<file path="config.mk">
export PLATFORM = sky130hd
export DESIGN_NAME = tank_level_soak_reporter_core_flat
export DESIGN_NICKNAME = d
export VERILOG_FILES = /design/src/hdl/tlsr_pkg.sv /design/src/hdl/tlsr_if.sv /design/src/hdl/tlsr_serial_div.sv /design/src/hdl/tank_level_soak_reporter_core.sv /design/src/flat_wrapper.sv
export SDC_FILE = /design/constraint.sdc
export NUM_CORES = 1
export LEC_CHECK = 0
export BUFFER_PORTS_ARGS = -buffer_cell sky130_fd_sc_hd__buf_2
export CAP_MARGIN = 5
export CORE_UTILIZATION = 60
export CTS_CLUSTER_DIAMETER = 150
export DETAILED_ROUTE_END_ITERATION = 16
export PLACE_DENSITY = 0.91
export SYNTH_ARGS = -nofsm -noshare
export SYNTH_HDL_FRONTEND = slang
export SYNTH_SLANG_ARGS = --single-unit
</file>
<file path="constraint.sdc">
create_clock -name clock -period 6.55 [get_ports clock]
set_input_delay 0.655 -clock clock [delete_from_list [all_inputs] [get_ports clock]]
set_output_delay 0.655 -clock clock [all_outputs]
set_load 0.01 [all_outputs]
</file>
<file path="src/hdl/tlsr_pkg.sv">
// Shared widths, codes and handshake structs of the tank level soak reporter.
package tlsr_pkg;

   localparam int LEVEL_W   = 4;
   localparam int CLASS_W   = 2;
   localparam int PCT_W     = 10;
   localparam int THR_W     = 16;
   localparam int COUNT_W   = 17;
   localparam int PROD_W    = 11;
   localparam int CSR_IDX_W = 1;
   localparam int CSR_W     = 16;

   localparam logic [COUNT_W-1:0] SOAK_MAX  = 17'h1FFFF;
   localparam logic [PROD_W-1:0]  PCT_SCALE = 11'd100;

   localparam logic [LEVEL_W-1:0] FULL_LEVEL_RESET = 4'd9;
   localparam logic [THR_W-1:0]   SOAK_THR_RESET   = 16'd5;

   localparam logic [CLASS_W-1:0] CLS_MID   = 2'd0;
   localparam logic [CLASS_W-1:0] CLS_FULL  = 2'd1;
   localparam logic [CLASS_W-1:0] CLS_EMPTY = 2'd2;

   localparam logic [CSR_IDX_W-1:0] CSR_FULL_LEVEL = 1'd0;
   localparam logic [CSR_IDX_W-1:0] CSR_SOAK_THR   = 1'd1;

   typedef struct packed {
      logic start;
   } div_ctrl_type;

   typedef struct packed {
      logic busy;
      logic done;
   } div_stat_type;

endpackage

</file>
<file path="src/hdl/tlsr_if.sv">
// Valid/ready channel interfaces for probe ticks and level reports.
interface tlsr_req_if #(parameter int PROBE_COUNT = 9);
   logic                   valid;
   logic                   ready;
   logic [PROBE_COUNT-1:0] probe_pins;
   logic                   other_report_pending;

   modport source (output valid, output probe_pins, output other_report_pending,
                   input ready);
   modport sink   (input valid, input probe_pins, input other_report_pending,
                   output ready);
endinterface

interface tlsr_rsp_if;
   logic                          valid;
   logic                          ready;
   logic [tlsr_pkg::LEVEL_W-1:0]  level;
   logic [tlsr_pkg::CLASS_W-1:0]  level_class;
   logic [tlsr_pkg::PCT_W-1:0]    fill_percent;

   modport source (output valid, output level, output level_class, output fill_percent,
                   input ready);
   modport sink   (input valid, input level, input level_class, input fill_percent,
                   output ready);
endinterface

</file>
<file path="src/hdl/tlsr_serial_div.sv">
// Restoring divider that produces one quotient bit per cycle.
module tlsr_serial_div (
   input  logic                          clock,
   input  logic                          reset,
   input  tlsr_pkg::div_ctrl_type        ctrl,
   input  logic [tlsr_pkg::PROD_W-1:0]   dividend,
   input  logic [tlsr_pkg::LEVEL_W-1:0]  divisor,
   output tlsr_pkg::div_stat_type        stat,
   output logic [tlsr_pkg::PROD_W-1:0]   quotient
);

   localparam int CNT_W = $clog2(tlsr_pkg::PROD_W);

   logic [tlsr_pkg::PROD_W-1:0]  q_ff, q_in;
   logic [tlsr_pkg::LEVEL_W-1:0] rem_ff, rem_in;
   logic [tlsr_pkg::LEVEL_W-1:0] div_ff;
   logic [CNT_W-1:0]             cnt_ff, cnt_in;
   logic                         busy_ff, busy_in;
   logic                         done_ff, done_in;
   logic [tlsr_pkg::LEVEL_W:0]   trial;
   logic                         fits;

   // The quotient bits shift in from the right as the dividend bits leave on the left.
   assign trial = {rem_ff, q_ff[tlsr_pkg::PROD_W-1]};
   assign fits  = trial >= {1'b0, div_ff};

   always_comb begin
      q_in    = q_ff;
      rem_in  = rem_ff;
      cnt_in  = cnt_ff;
      busy_in = busy_ff;
      done_in = 1'b0;
      if (ctrl.start) begin
         q_in    = dividend;
         rem_in  = '0;
         cnt_in  = '0;
         busy_in = 1'b1;
      end else if (busy_ff) begin
         q_in = {q_ff[tlsr_pkg::PROD_W-2:0], fits};
         if (fits) begin
            rem_in = tlsr_pkg::LEVEL_W'(trial - {1'b0, div_ff});
         end else begin
            rem_in = trial[tlsr_pkg::LEVEL_W-1:0];
         end
         cnt_in = cnt_ff + 1'b1;
         if (cnt_ff == CNT_W'(tlsr_pkg::PROD_W - 1)) begin
            busy_in = 1'b0;
            done_in = 1'b1;
         end
      end
   end

   always_ff @(posedge clock) begin
      if (reset) begin
         busy_ff <= 1'b0;
         done_ff <= 1'b0;
         cnt_ff  <= '0;
      end else begin
         busy_ff <= busy_in;
         done_ff <= done_in;
         cnt_ff  <= cnt_in;
      end
      q_ff   <= q_in;
      rem_ff <= rem_in;
      if (ctrl.start) begin
         div_ff <= divisor;
      end
   end

   assign stat.busy = busy_ff;
   assign stat.done = done_ff;
   assign quotient  = q_ff;

endmodule

</file>
<file path="src/hdl/tank_level_soak_reporter_core.sv">
// Top level of the tank level soak reporter: probe scan, soak logic and report output.
//
// Usage: each item on req_chan is a one-second tick with active-low probe bits
// and a flag that another report is busy. The block scans the probe bits one
// per cycle to find the highest wetted probe, then updates the soak state.
// When the level has stayed steady past soak_threshold and no other report is
// pending, one report goes out on rsp_chan with the level, its class and
// 100*level/full_level.
// Timing: a tick that gives no report passes through the serial scan and the
// evaluation before req_chan.ready returns. A reporting tick also runs the
// eleven-step restoring divider before the report is in the output register.
// One item is in work at a time; the output register lets the next tick be
// accepted while a report still waits. If the receiver stalls and a second
// report finishes, the block holds it and keeps req_chan.ready low until the
// output register frees.
// Reset: synchronous, active high; it clears the soak state, the output valid
// and returns full_level to 9 and soak_threshold to 5. csr_we writes register
// csr_index (0 full_level, 1 soak_threshold) from csr_wdata.
module tank_level_soak_reporter_core #(
   parameter int PROBE_COUNT = 9
) (
   input  logic                             clock,
   input  logic                             reset,
   tlsr_req_if.sink                         req_chan,
   tlsr_rsp_if.source                       rsp_chan,
   input  logic                             csr_we,
   input  logic [tlsr_pkg::CSR_IDX_W-1:0]   csr_index,
   input  logic [tlsr_pkg::CSR_W-1:0]       csr_wdata
);

   localparam int LW = tlsr_pkg::LEVEL_W;

   localparam logic [2:0] ST_IDLE = 3'd0;
   localparam logic [2:0] ST_SCAN = 3'd1;
   localparam logic [2:0] ST_EVAL = 3'd2;
   localparam logic [2:0] ST_DIV  = 3'd3;
   localparam logic [2:0] ST_LOAD = 3'd4;

   logic [2:0]                        state_ff, state_in;
   logic [PROBE_COUNT-1:0]            pins_ff, pins_in;
   logic                              pend_ff, pend_in;
   logic [LW-1:0]                     scan_cnt_ff, scan_cnt_in;
   logic [LW-1:0]                     lvl_ff, lvl_in;
   logic [tlsr_pkg::CLASS_W-1:0]      cls_ff, cls_in;

   logic [LW-1:0]                     last_level_ff, last_level_in;
   logic [tlsr_pkg::COUNT_W-1:0]      soak_count_ff, soak_count_in;
   logic                              report_done_ff, report_done_in;

   logic [LW-1:0]                     full_level_ff;
   logic [tlsr_pkg::THR_W-1:0]        soak_thr_ff;

   logic                              out_valid_ff, out_valid_in;
   logic [LW-1:0]                     out_level_ff;
   logic [tlsr_pkg::CLASS_W-1:0]      out_class_ff;
   logic [tlsr_pkg::PCT_W-1:0]        out_pct_ff;
   logic                              out_load;

   tlsr_pkg::div_ctrl_type            div_ctrl;
   tlsr_pkg::div_stat_type            div_stat;
   logic [tlsr_pkg::PROD_W-1:0]       div_quot;
   logic [tlsr_pkg::PROD_W-1:0]       product;

   logic                              changed;
   logic [tlsr_pkg::COUNT_W-1:0]      count_base;
   logic [tlsr_pkg::COUNT_W-1:0]      count_next;
   logic                              fire;

   assign product = tlsr_pkg::PROD_W'(lvl_ff) * tlsr_pkg::PCT_SCALE;

   // Soak decision for the level that the scan just found.
   always_comb begin
      changed    = lvl_ff != last_level_ff;
      count_base = changed ? '0 : soak_count_ff;
      count_next = (count_base < tlsr_pkg::SOAK_MAX) ? count_base + 1'b1 : count_base;
      fire       = (changed || !report_done_ff) && !pend_ff &&
                   (count_next > {1'b0, soak_thr_ff});
   end

   assign out_load = (state_ff == ST_LOAD) && (!out_valid_ff || rsp_chan.ready);

   always_comb begin
      state_in       = state_ff;
      pins_in        = pins_ff;
      pend_in        = pend_ff;
      scan_cnt_in    = scan_cnt_ff;
      lvl_in         = lvl_ff;
      cls_in         = cls_ff;
      last_level_in  = last_level_ff;
      soak_count_in  = soak_count_ff;
      report_done_in = report_done_ff;
      div_ctrl.start = 1'b0;
      unique case (state_ff)
         ST_IDLE: begin
            if (req_chan.valid) begin
               pins_in     = req_chan.probe_pins[PROBE_COUNT-1:0];
               pend_in     = req_chan.other_report_pending;
               scan_cnt_in = '0;
               lvl_in      = '0;
               state_in    = ST_SCAN;
            end
         end
         ST_SCAN: begin
            // A low bit means that probe is wet; later bits are higher probes.
            if (!pins_ff[0]) begin
               lvl_in = scan_cnt_ff + 1'b1;
            end
            pins_in     = pins_ff >> 1;
            scan_cnt_in = scan_cnt_ff + 1'b1;
            if (scan_cnt_ff == LW'(PROBE_COUNT - 1)) begin
               state_in = ST_EVAL;
            end
         end
         ST_EVAL: begin
            last_level_in = lvl_ff;
            if (changed || !report_done_ff) begin
               soak_count_in  = count_next;
               report_done_in = changed ? 1'b0 : report_done_ff;
            end
            if (lvl_ff >= full_level_ff) begin
               cls_in = tlsr_pkg::CLS_FULL;
            end else if (lvl_ff == '0) begin
               cls_in = tlsr_pkg::CLS_EMPTY;
            end else begin
               cls_in = tlsr_pkg::CLS_MID;
            end
            if (fire) begin
               report_done_in = 1'b1;
               div_ctrl.start = 1'b1;
               state_in       = ST_DIV;
            end else begin
               state_in = ST_IDLE;
            end
         end
         ST_DIV: begin
            if (div_stat.done) begin
               state_in = ST_LOAD;
            end
         end
         ST_LOAD: begin
            if (out_load) begin
               state_in = ST_IDLE;
            end
         end
         default: begin
            state_in = ST_IDLE;
         end
      endcase
   end

   always_comb begin
      out_valid_in = out_valid_ff;
      if (rsp_chan.ready) begin
         out_valid_in = 1'b0;
      end
      if (out_load) begin
         out_valid_in = 1'b1;
      end
   end

   always_ff @(posedge clock) begin
      if (reset) begin
         state_ff       <= ST_IDLE;
         last_level_ff  <= '0;
         soak_count_ff  <= '0;
         report_done_ff <= 1'b0;
         out_valid_ff   <= 1'b0;
         full_level_ff  <= tlsr_pkg::FULL_LEVEL_RESET;
         soak_thr_ff    <= tlsr_pkg::SOAK_THR_RESET;
      end else begin
         state_ff       <= state_in;
         last_level_ff  <= last_level_in;
         soak_count_ff  <= soak_count_in;
         report_done_ff <= report_done_in;
         out_valid_ff   <= out_valid_in;
         if (csr_we) begin
            unique case (csr_index)
               tlsr_pkg::CSR_FULL_LEVEL: full_level_ff <= csr_wdata[LW-1:0];
               tlsr_pkg::CSR_SOAK_THR:   soak_thr_ff   <= csr_wdata[tlsr_pkg::THR_W-1:0];
               default: ;
            endcase
         end
      end
      pins_ff     <= pins_in;
      pend_ff     <= pend_in;
      scan_cnt_ff <= scan_cnt_in;
      lvl_ff      <= lvl_in;
      cls_ff      <= cls_in;
      if (out_load) begin
         out_level_ff <= lvl_ff;
         out_class_ff <= cls_ff;
         // A zero full_level reports zero rather than the divider's all-ones quotient.
         out_pct_ff   <= (full_level_ff == '0) ? '0 : div_quot[tlsr_pkg::PCT_W-1:0];
      end
   end

   tlsr_serial_div u_div (
      .clock    (clock),
      .reset    (reset),
      .ctrl     (div_ctrl),
      .dividend (product),
      .divisor  (full_level_ff),
      .stat     (div_stat),
      .quotient (div_quot)
   );

   assign req_chan.ready        = state_ff == ST_IDLE;
   assign rsp_chan.valid        = out_valid_ff;
   assign rsp_chan.level        = out_level_ff;
   assign rsp_chan.level_class  = out_class_ff;
   assign rsp_chan.fill_percent = out_pct_ff;

   a_ready_only_idle: assert property (@(posedge clock) disable iff (reset)
      (state_ff != ST_IDLE) |-> !req_chan.ready)
      else $error("ready raised while an item is in work");

   a_done_has_count: assert property (@(posedge clock) disable iff (reset)
      report_done_ff |-> (soak_count_ff != '0))
      else $error("report marked done with an empty soak count");

   a_full_class: assert property (@(posedge clock) disable iff (reset)
      out_valid_ff |-> ((out_class_ff == tlsr_pkg::CLS_FULL) ==
                        (out_level_ff >= full_level_ff)))
      else $error("full class disagrees with full_level");

   a_div_in_div_state: assert property (@(posedge clock) disable iff (reset)
      div_stat.busy |-> (state_ff == ST_DIV))
      else $error("divider running outside the divide state");

endmodule

</file>
<file path="src/flat_wrapper.sv">
// flat-port wrapper written by rule: the top's interface ports become plain ports
module tank_level_soak_reporter_core_flat 
#(
   parameter int PROBE_COUNT = 9
)
  (clock, reset, csr_we, csr_index, csr_wdata, req_chan_valid, req_chan_probe_pins, req_chan_other_report_pending, req_chan_ready, rsp_chan_valid, rsp_chan_level, rsp_chan_level_class, rsp_chan_fill_percent, rsp_chan_ready);
  tlsr_req_if #(.PROBE_COUNT(PROBE_COUNT)) req_chan_i ();
  tlsr_rsp_if rsp_chan_i ();
  input  logic clock;
  input  logic reset;
  input  logic csr_we;
  input  logic [tlsr_pkg::CSR_IDX_W-1:0] csr_index;
  input  logic [tlsr_pkg::CSR_W-1:0] csr_wdata;
  input wire logic [$bits(req_chan_i.valid)-1:0] req_chan_valid;
  input wire logic [$bits(req_chan_i.probe_pins)-1:0] req_chan_probe_pins;
  input wire logic [$bits(req_chan_i.other_report_pending)-1:0] req_chan_other_report_pending;
  output wire logic [$bits(req_chan_i.ready)-1:0] req_chan_ready;
  output wire logic [$bits(rsp_chan_i.valid)-1:0] rsp_chan_valid;
  output wire logic [$bits(rsp_chan_i.level)-1:0] rsp_chan_level;
  output wire logic [$bits(rsp_chan_i.level_class)-1:0] rsp_chan_level_class;
  output wire logic [$bits(rsp_chan_i.fill_percent)-1:0] rsp_chan_fill_percent;
  input wire logic [$bits(rsp_chan_i.ready)-1:0] rsp_chan_ready;
  assign req_chan_i.valid = req_chan_valid;
  assign req_chan_i.probe_pins = req_chan_probe_pins;
  assign req_chan_i.other_report_pending = req_chan_other_report_pending;
  assign req_chan_ready = req_chan_i.ready;
  assign rsp_chan_valid = rsp_chan_i.valid;
  assign rsp_chan_level = rsp_chan_i.level;
  assign rsp_chan_level_class = rsp_chan_i.level_class;
  assign rsp_chan_fill_percent = rsp_chan_i.fill_percent;
  assign rsp_chan_i.ready = rsp_chan_ready;
  tank_level_soak_reporter_core #(.PROBE_COUNT(PROBE_COUNT)) u_core (.clock(clock), .reset(reset), .req_chan(req_chan_i), .rsp_chan(rsp_chan_i), .csr_we(csr_we), .csr_index(csr_index), .csr_wdata(csr_wdata));
endmodule
</file>
# --- After elaboration in Yosys (flattened, before gate mapping) ---
# Index checks and enable logic that the tools add are counted.
# Widths: inputs -> output; s select.
op_classes:
  mul: 1
  eq_ne: 12
  n_addsub: 4
  bitwise: 2
  n_mux: 29
  reduce_logical: 26
  order_cmp: 4
ops:
  columns: ["cell", "n"]
  rows:
  - ["$mux 17", 2]
  - ["$mux 11", 2]
  - ["$pmux 9 s2", 1]
  - ["$add 17x1->17 const B", 1]
  - ["$gt 17x16->1", 1]
  - ["$lt 17x17->1 const B", 1]
  - ["$pmux 4 s2", 2]
  - ["$pmux 3 s5", 1]
  - ["$mux 3", 4]
  - ["$mux 4", 3]
  - ["$mux 1", 11]
  - ["$reduce_and 2->1", 5]
  - ["$reduce_bool 2->1", 5]
  - ["$mul 4x5->9 const B", 1]
  - ["$mux 9", 1]
  - ["$add 4x1->4 const B", 2]
  - ["$eq 4x4->1 const B", 2]
  - ["$logic_not 4->1", 2]
  - ["$eq 3x2->1 const B", 2]
  - ["$ne 2x2->1 const B", 3]
  - ["$reduce_and 3->1", 2]
  - ["$ge 5x4->1", 1]
  - ["$ge 4x4->1", 1]
  - ["$mux 2", 2]
  - ["13 further kinds", 20]
word_totals:
  reg_bits: 107
  in_bits: 32

# --- Depth between registers and ports, before layout ---
depth:
  word_depth: 9
  depth_mapped: 22
  depth_no_buf: 19

# --- Modules after synthesis ---
# A second synthesis with hierarchy kept.
unflattened:
  cells_unflattened: 592
  area_unflattened_um2: 5725.5
by_module_without_submodules:
  columns: ["module", "area_each_um2", "n_inst", "cells_each"]
  rows:
  - ["tank_level_soak_reporter_core", 4498.1, 1, 494]
  - ["tlsr_serial_div", 1227.4, 1, 98]

# --- Worst setup path before layout ---
# No wires, ideal clock.
synth_timing:
  kind: "reg2reg"
  startpoint: "register u_core.lvl_ff[3]"
  endpoint: "register u_core.u_div.q_ff (netlist bit u_core.u_div.quotient[10]) (enable)"
  stages_incl_launch_ff: 20
  synth_period_minus_slack_ps: 4552
  setup_slack_ps: 1998
  path_buffers: 2
  required_time_ps: 6216
  t_arrival_ps: 4218
  path_cell_list: "edfxtp_1 xnor2_1 and4_1 clkbuf_1 clkbuf_1 and2_1 ha_1 nand2_1 or3_1 nor4_1 nand3_1 xor2_1 nor2_1 ha_1 nand3_1 nor3_1 a211o_1 a311oi_4 nor2_4 nand2_1"
synth_via:
  elab_chain_cells: 9
  word_cells_on_any_way: 12
  cone_classes: "1 x add/sub; 2 x order compare; 1 x eq/ne; 4 x mux; 4 x reduce/logical"
synth_lines:
  columns: ["element", "line_no", "source"]
  rows:
  - ["start, declared", "tank_level_soak_reporter_core.sv:43", "logic [LW-1:0] lvl_ff, lvl_in;"]
  - ["start signal, assigned", "tank_level_soak_reporter_core.sv:187", "lvl_ff <= lvl_in;"]
  - ["$ne 4x4->1 (*)", "tank_level_soak_reporter_core.sv:73", "changed = lvl_ff != last_level_ff;"]
  - ["$mux 17 (*)", "tank_level_soak_reporter_core.sv:74", "count_base = changed ? '0 : soak_count_ff;"]
  - ["$add 17x1->17 or $lt 17x17->1 (tied branches)", "tank_level_soak_reporter_core.sv:75", "count_next = (count_base < tlsr_pkg::SOAK_MAX) ? count_base + 1'b1 : count_base;"]
  - ["$mux 17 (*)", "tank_level_soak_reporter_core.sv:75", null]
  - ["named net u_core.count_next, one bit", "tank_level_soak_reporter_core.sv:66", "logic [tlsr_pkg::COUNT_W-1:0] count_next;"]
  - ["$gt 17x16->1 (*)", "tank_level_soak_reporter_core.sv:77", "(count_next > {1'b0, soak_thr_ff});"]
  - ["$logic_and 1x1->1 (*)", "tank_level_soak_reporter_core.sv:76", "fire = (changed || !report_done_ff) && !pend_ff &&"]
  - ["$mux 1 (*)", "tank_level_soak_reporter_core.sv:127", "if (fire) begin"]
  - ["$mux 1 (*)", "tank_level_soak_reporter_core.sv:93", "unique case (state_ff)"]
  - ["$reduce_bool 2->1 (no source line) (*)", null, null]
  - ["end signal, assigned", "tlsr_serial_div.sv:63", "q_ff <= q_in;"]
  - ["end, declared", "tlsr_serial_div.sv:14", "logic [tlsr_pkg::PROD_W-1:0] q_ff, q_in;"]
# Mark *: on every way through the listed nets, which the timed path passes. The rest lies on a longest branch.
# A chain may end at the register's enable or synchronous reset.

# --- Worst setup path after layout ---
layout_timing:
  startpoint: "register u_core.lvl_ff[2]"
  endpoint: "register u_core.u_div.q_ff (netlist bit u_core.u_div.quotient[4]) (data pin)"
layout_via:
  elab_chain_cells: 9
  word_cells_on_any_way: 13
  cone_classes: "1 x add/sub; 1 x mul; 2 x order compare; 1 x eq/ne; 5 x mux; 3 x reduce/logical"
layout_lines:
  columns: ["element", "line_no", "source"]
  rows:
  - ["$ne 4x4->1 (*)", "tank_level_soak_reporter_core.sv:73", null]
  - ["$mux 17 (*)", "tank_level_soak_reporter_core.sv:74", null]
  - ["$add 17x1->17 or $lt 17x17->1 (tied branches)", "tank_level_soak_reporter_core.sv:75", null]
  - ["$mux 17 (*)", "tank_level_soak_reporter_core.sv:75", null]
  - ["named net u_core.count_next, one bit", "tank_level_soak_reporter_core.sv:66", null]
  - ["$gt 17x16->1 (*)", "tank_level_soak_reporter_core.sv:77", null]
  - ["$logic_and 1x1->1 (*)", "tank_level_soak_reporter_core.sv:76", null]
  - ["$mux 1 (*)", "tank_level_soak_reporter_core.sv:127", null]
  - ["$mux 1 (*)", "tank_level_soak_reporter_core.sv:93", null]
  - ["$mux 11 (*)", "tlsr_serial_div.sv:33", "if (ctrl.start) begin"]
  - ["named net u_core.u_div.q_in, one bit", "tlsr_serial_div.sv:14", null]
# Marked as above.

==> flow_metrics.py <==
metrics = {
    "run_status": {
        "status": "complete, no violations",
    },
    "timing": {
        "tns_ns": 0,
        "hold_viol_final": 0,
        "drv_slew": 0,
        "min_period_over_period_pct": 79.4,
        "max_freq_mhz": 192,
        "tightest_slew_ns": 0.820,
        "final-setup-viol-count": 0,
        "grt_setup_unrepaired": "no",
        "slew-limit-headroom_pct": 43.9,
        "fin_skew_ns": 0.0339,
        "fin_crit_ns": 5.20,
    },
    "setup_path": {
        "start_kind": "flip-flop",
        "cpMaxStageDelayCell": "and4_1",
        "crit_chain": "xnor2_1 > and4_1 > nand2_1 > inv_1 > ha_1 > nand2_1 > or3_1 > nor4_1 > xnor2_1 > ha_1 > and3_1 > and3_1 > a211o_1 > a311oi_4 > nor2_4 > inv_2 > o21ai_0",
        "max_stage_delay_ns": 0.54,
        "crit_buf_inv": 2,
        "r2r-end": "u_core.u_div.quotient[4]",
        "rr_worst_depth": 17,
        "crit_type": "reg -> reg",
        "cp_top_family": "simple AND/OR/NAND/NOR gates",
        "cp_max_fo": 23,
        "crit_arrival_ns": 5.34,
        "cp-end-kind": "flip-flop",
        "r2r_slack_ns": 1.35,
        "r2r_start": "u_core.lvl_ff[2]",
        "worstPathRequired_ns": 6.69,
    },
    "synth": {
        "synth_top_family_by_area": "simple AND/OR/NAND/NOR gates",
        "ys.flop_type": "dfxtp_1",
        "synth_compound_area_share_pct": 13.5,
        "async_flop_share_pct": 0,
        "netlist-cell-type-count": 63,
        "synthSimpleGateAreaFrac_pct": 20.9,
        "yosysTopAreaCell": "edfxtp_1",
        "synth.area.top_cells": "edfxtp_1 (26%), dfxtp_1 (20%), ha_1 (8.8%), nand2_1 (7.2%), a21oi_1 (3.9%)",
        "synth-edff-count": 49,
        "synth_area_um2": 5710,
        "synth-adder-area-share_pct": 9.47,
        "synth_warnings": 0,
        "synth_top_area_share_pct": 25.8,
        "synthMuxAreaShare_pct": 1.29,
        "synth-xor-area-share_pct": 4.14,
        "syn_nets": 691,
        "ys_seq_elements": 107,
        "synthCells": 617,
        "yosysSeqAreaShare_pct": 46.1,
        "avgSynthCellArea_um2": 9.25,
    },
    "floorplan": {
        "die_area_um2": 9900,
        "fp.dieH_um": 99.5,
        "initial_core_util_pct": 61.7,
        "die_w_um": 99.5,
        "rows": 35,
        "ioPinCount": 50,
        "coreArea_um2": 9240,
    },
    "power": {
        "clkPwrFrac_pct": 31.1,
        "intPower_mw": 0.987,
        "power_frac_comb_pct": 14.4,
        "seqPwrFrac_pct": 54.5,
        "power_leakage_nw": 2.45,
        "peakVddDrop_mv": 0.152,
        "power.density_nw_per_um2": 226,
        "switching_power_mw": 0.429,
        "switching_share_pct": 30.3,
    },
    "global_routing": {
        "use_met2_pct": 45.2,
        "use_met3_pct": 4.85,
        "grt_max_degree": 50,
        "grt_pass1_wl_mm": 20.9,
        "grt_usage_pct": 27.0,
        "met1_usage_pct": 34.5,
        "grt-ovfl-total": 0,
        "grt_pass1_vias": 4480,
        "antenna_found_initial": 0,
        "top_usage_layer": "met2",
    },
    "clock_tree": {
        "htreeDepth": 3,
        "post_cts_buffers": 0,
        "clk_pin_slew_ns": 0.12,
        "cts_hold_buf": 0,
        "cts_buffers": 9,
        "cts_tree": "yes",
        "clock_latency_ns": 0.40,
        "cts_buffer_depth": 2,
        "post_cts_resized": 0,
        "clock-root-buffer": "clkbuf_8",
        "cts.sinks": 107,
    },
    "final_layout": {
        "final-seq-area_um2": 2630,
        "nFillCells": 696,
        "final_cell_mix": "nand2_1 (109), dfxtp_1 (58), buf_2 (49), edfxtp_1 (49), nor2_1 (47)",
        "multiInputGateArea_um2": 2810,
        "layout_commonest_cell": "nand2_1",
        "n_antenna_cell": 0,
        "fin_util_pct": 67.7,
        "fin_cells": 788,
        "drive_above_1_share_pct": 12.9,
        "fin_nets": 728,
        "syn2layout_area_growth_pct": 9.61,
    },
    "min_path": {
        "hold_start": "req_chan_other_report_pending",
        "hp-class": "in -> reg",
        "whs_endpoint": "u_core.pend_ff",
        "whs_path_depth": 1,
    },
    "placement": {
        "dp.cells": 772,
        "port_buffers": 49,
        "gp_congestion": 0.968,
        "dpl.hpwl_mm": 9.12,
    },
    "drt": {
        "drc": 0,
        "wl_per_cell_um": 16.0,
        "num_vias": 4707,
        "vias_per_cell": 5.97,
        "routed_wl_mm": 12.6,
        "drtIter0Drc": 434,
        "drtAntennaViolNets": 0,
        "first_pass_iters": 7,
    },
    "flow_run": {
        "maxCapViolCount": 0,
    },
}
logic make-up (layout without fill, tap and decap cells):
logic type | after synthesis | count (layout)
flip-flops | 107 | 107
adder cells (fa/ha/maj) | 42 | 42
XOR/XNOR | 27 | 27
AO/OA/AOI/OAI | 121 | 121
multiplexers | 6 | 6
AND/OR/NAND/NOR | 248 | 248
buffers and inverters | 66 | 108
registers in the layout, indices dropped and copies added, names as in the netlist, 9 cells and up:
register	flops
u_core.rsp_chan.fill_percent	10
u_core.u_div.quotient	11
u_core.soak_thr_ff	16
u_core.soak_count_ff	17
u_core.pins_ff	9
cells in the mapped netlist, types with 2 or more instances:
cell / n
nand3_1: 16
inv_2: 2
o21ai_0: 34
a21o_1: 7
nand4_1: 6
xor2_1: 13
o211ai_1: 3
edfxtp_1: 49
and4_1: 3
nor2b_1: 16
a31oi_1: 7
clkbuf_1: 23
dfxtp_1: 58
a211oi_1: 6
nand2_1: 109
and2_1: 4
a311oi_1: 3
and3_1: 4
fa_1: 2
nand4b_1: 2
xnor2_1: 14
a41oi_1: 3
nor2_1: 47
or3b_2: 2
inv_1: 36
ha_1: 40
nand3b_1: 3
nand2b_1: 4
or3_1: 3
nor3_1: 12
nor4_1: 8
mux2i_1: 4
a21oi_1: 44
routing by layer:
layer  share of wire (%)  wire length, µm
met1                  42             5340
met2                  48             6080
met3                 6.5              817
met4                 2.7              339
met5                   0                0
power groups by stage:
stage	Combinational (mW)	Clock [mW]	Sequential, mW
floorplan	0.151	0	0.775
global placement	0.184	0	0.782
detailed placement	0.201	0	0.785
CTS	0.202	0.441	0.770
global route	0.229	0.473	0.777
finish	0.205	0.440	0.771
through the flow:
step	hold slack (ns)	setup slack (ns)	instance area [µm²]	total power, mW
final	0.459	1.35	6250	1.42
after global placement	0.433	1.67	6030	0.967
after floorplan	0.400	2.00	5710	0.926
after global routing	0.450	0.919	6250	1.48
after CTS	0.446	1.42	6250	1.41
after detailed placement	0.434	1.43	6030	0.986
layout make-up:
class / count / share of cell area [%]
timing repair buffer: 54 / 4.52
inverter: 38 / 2.28
clock inverter: 7 / 1.58
tap: 129 / 2.58
clock buffer: 9 / 1.98
multi-input combinational: 444 / 45.0
sequential: 107 / 42.1
worst max-delay path by stage:
stage	start	endpoint	slack, ns	cells after the start
floorplan	u_core.lvl_ff[3]	u_core.u_div.quotient[10]	2.00	19
global placement	u_core.lvl_ff[2]	u_core.u_div.quotient[10]	1.67	19
detailed placement	u_core.lvl_ff[2]	u_core.u_div.quotient[5]	1.43	16
CTS	u_core.lvl_ff[2]	u_core.u_div.quotient[5]	1.42	16
global route	u_core.lvl_ff[1]	u_core.u_div.quotient[10]	0.92	17
finish	u_core.lvl_ff[2]	u_core.u_div.quotient[4]	1.35	17
Note: power is estimated with default switching activity, not from simulation.
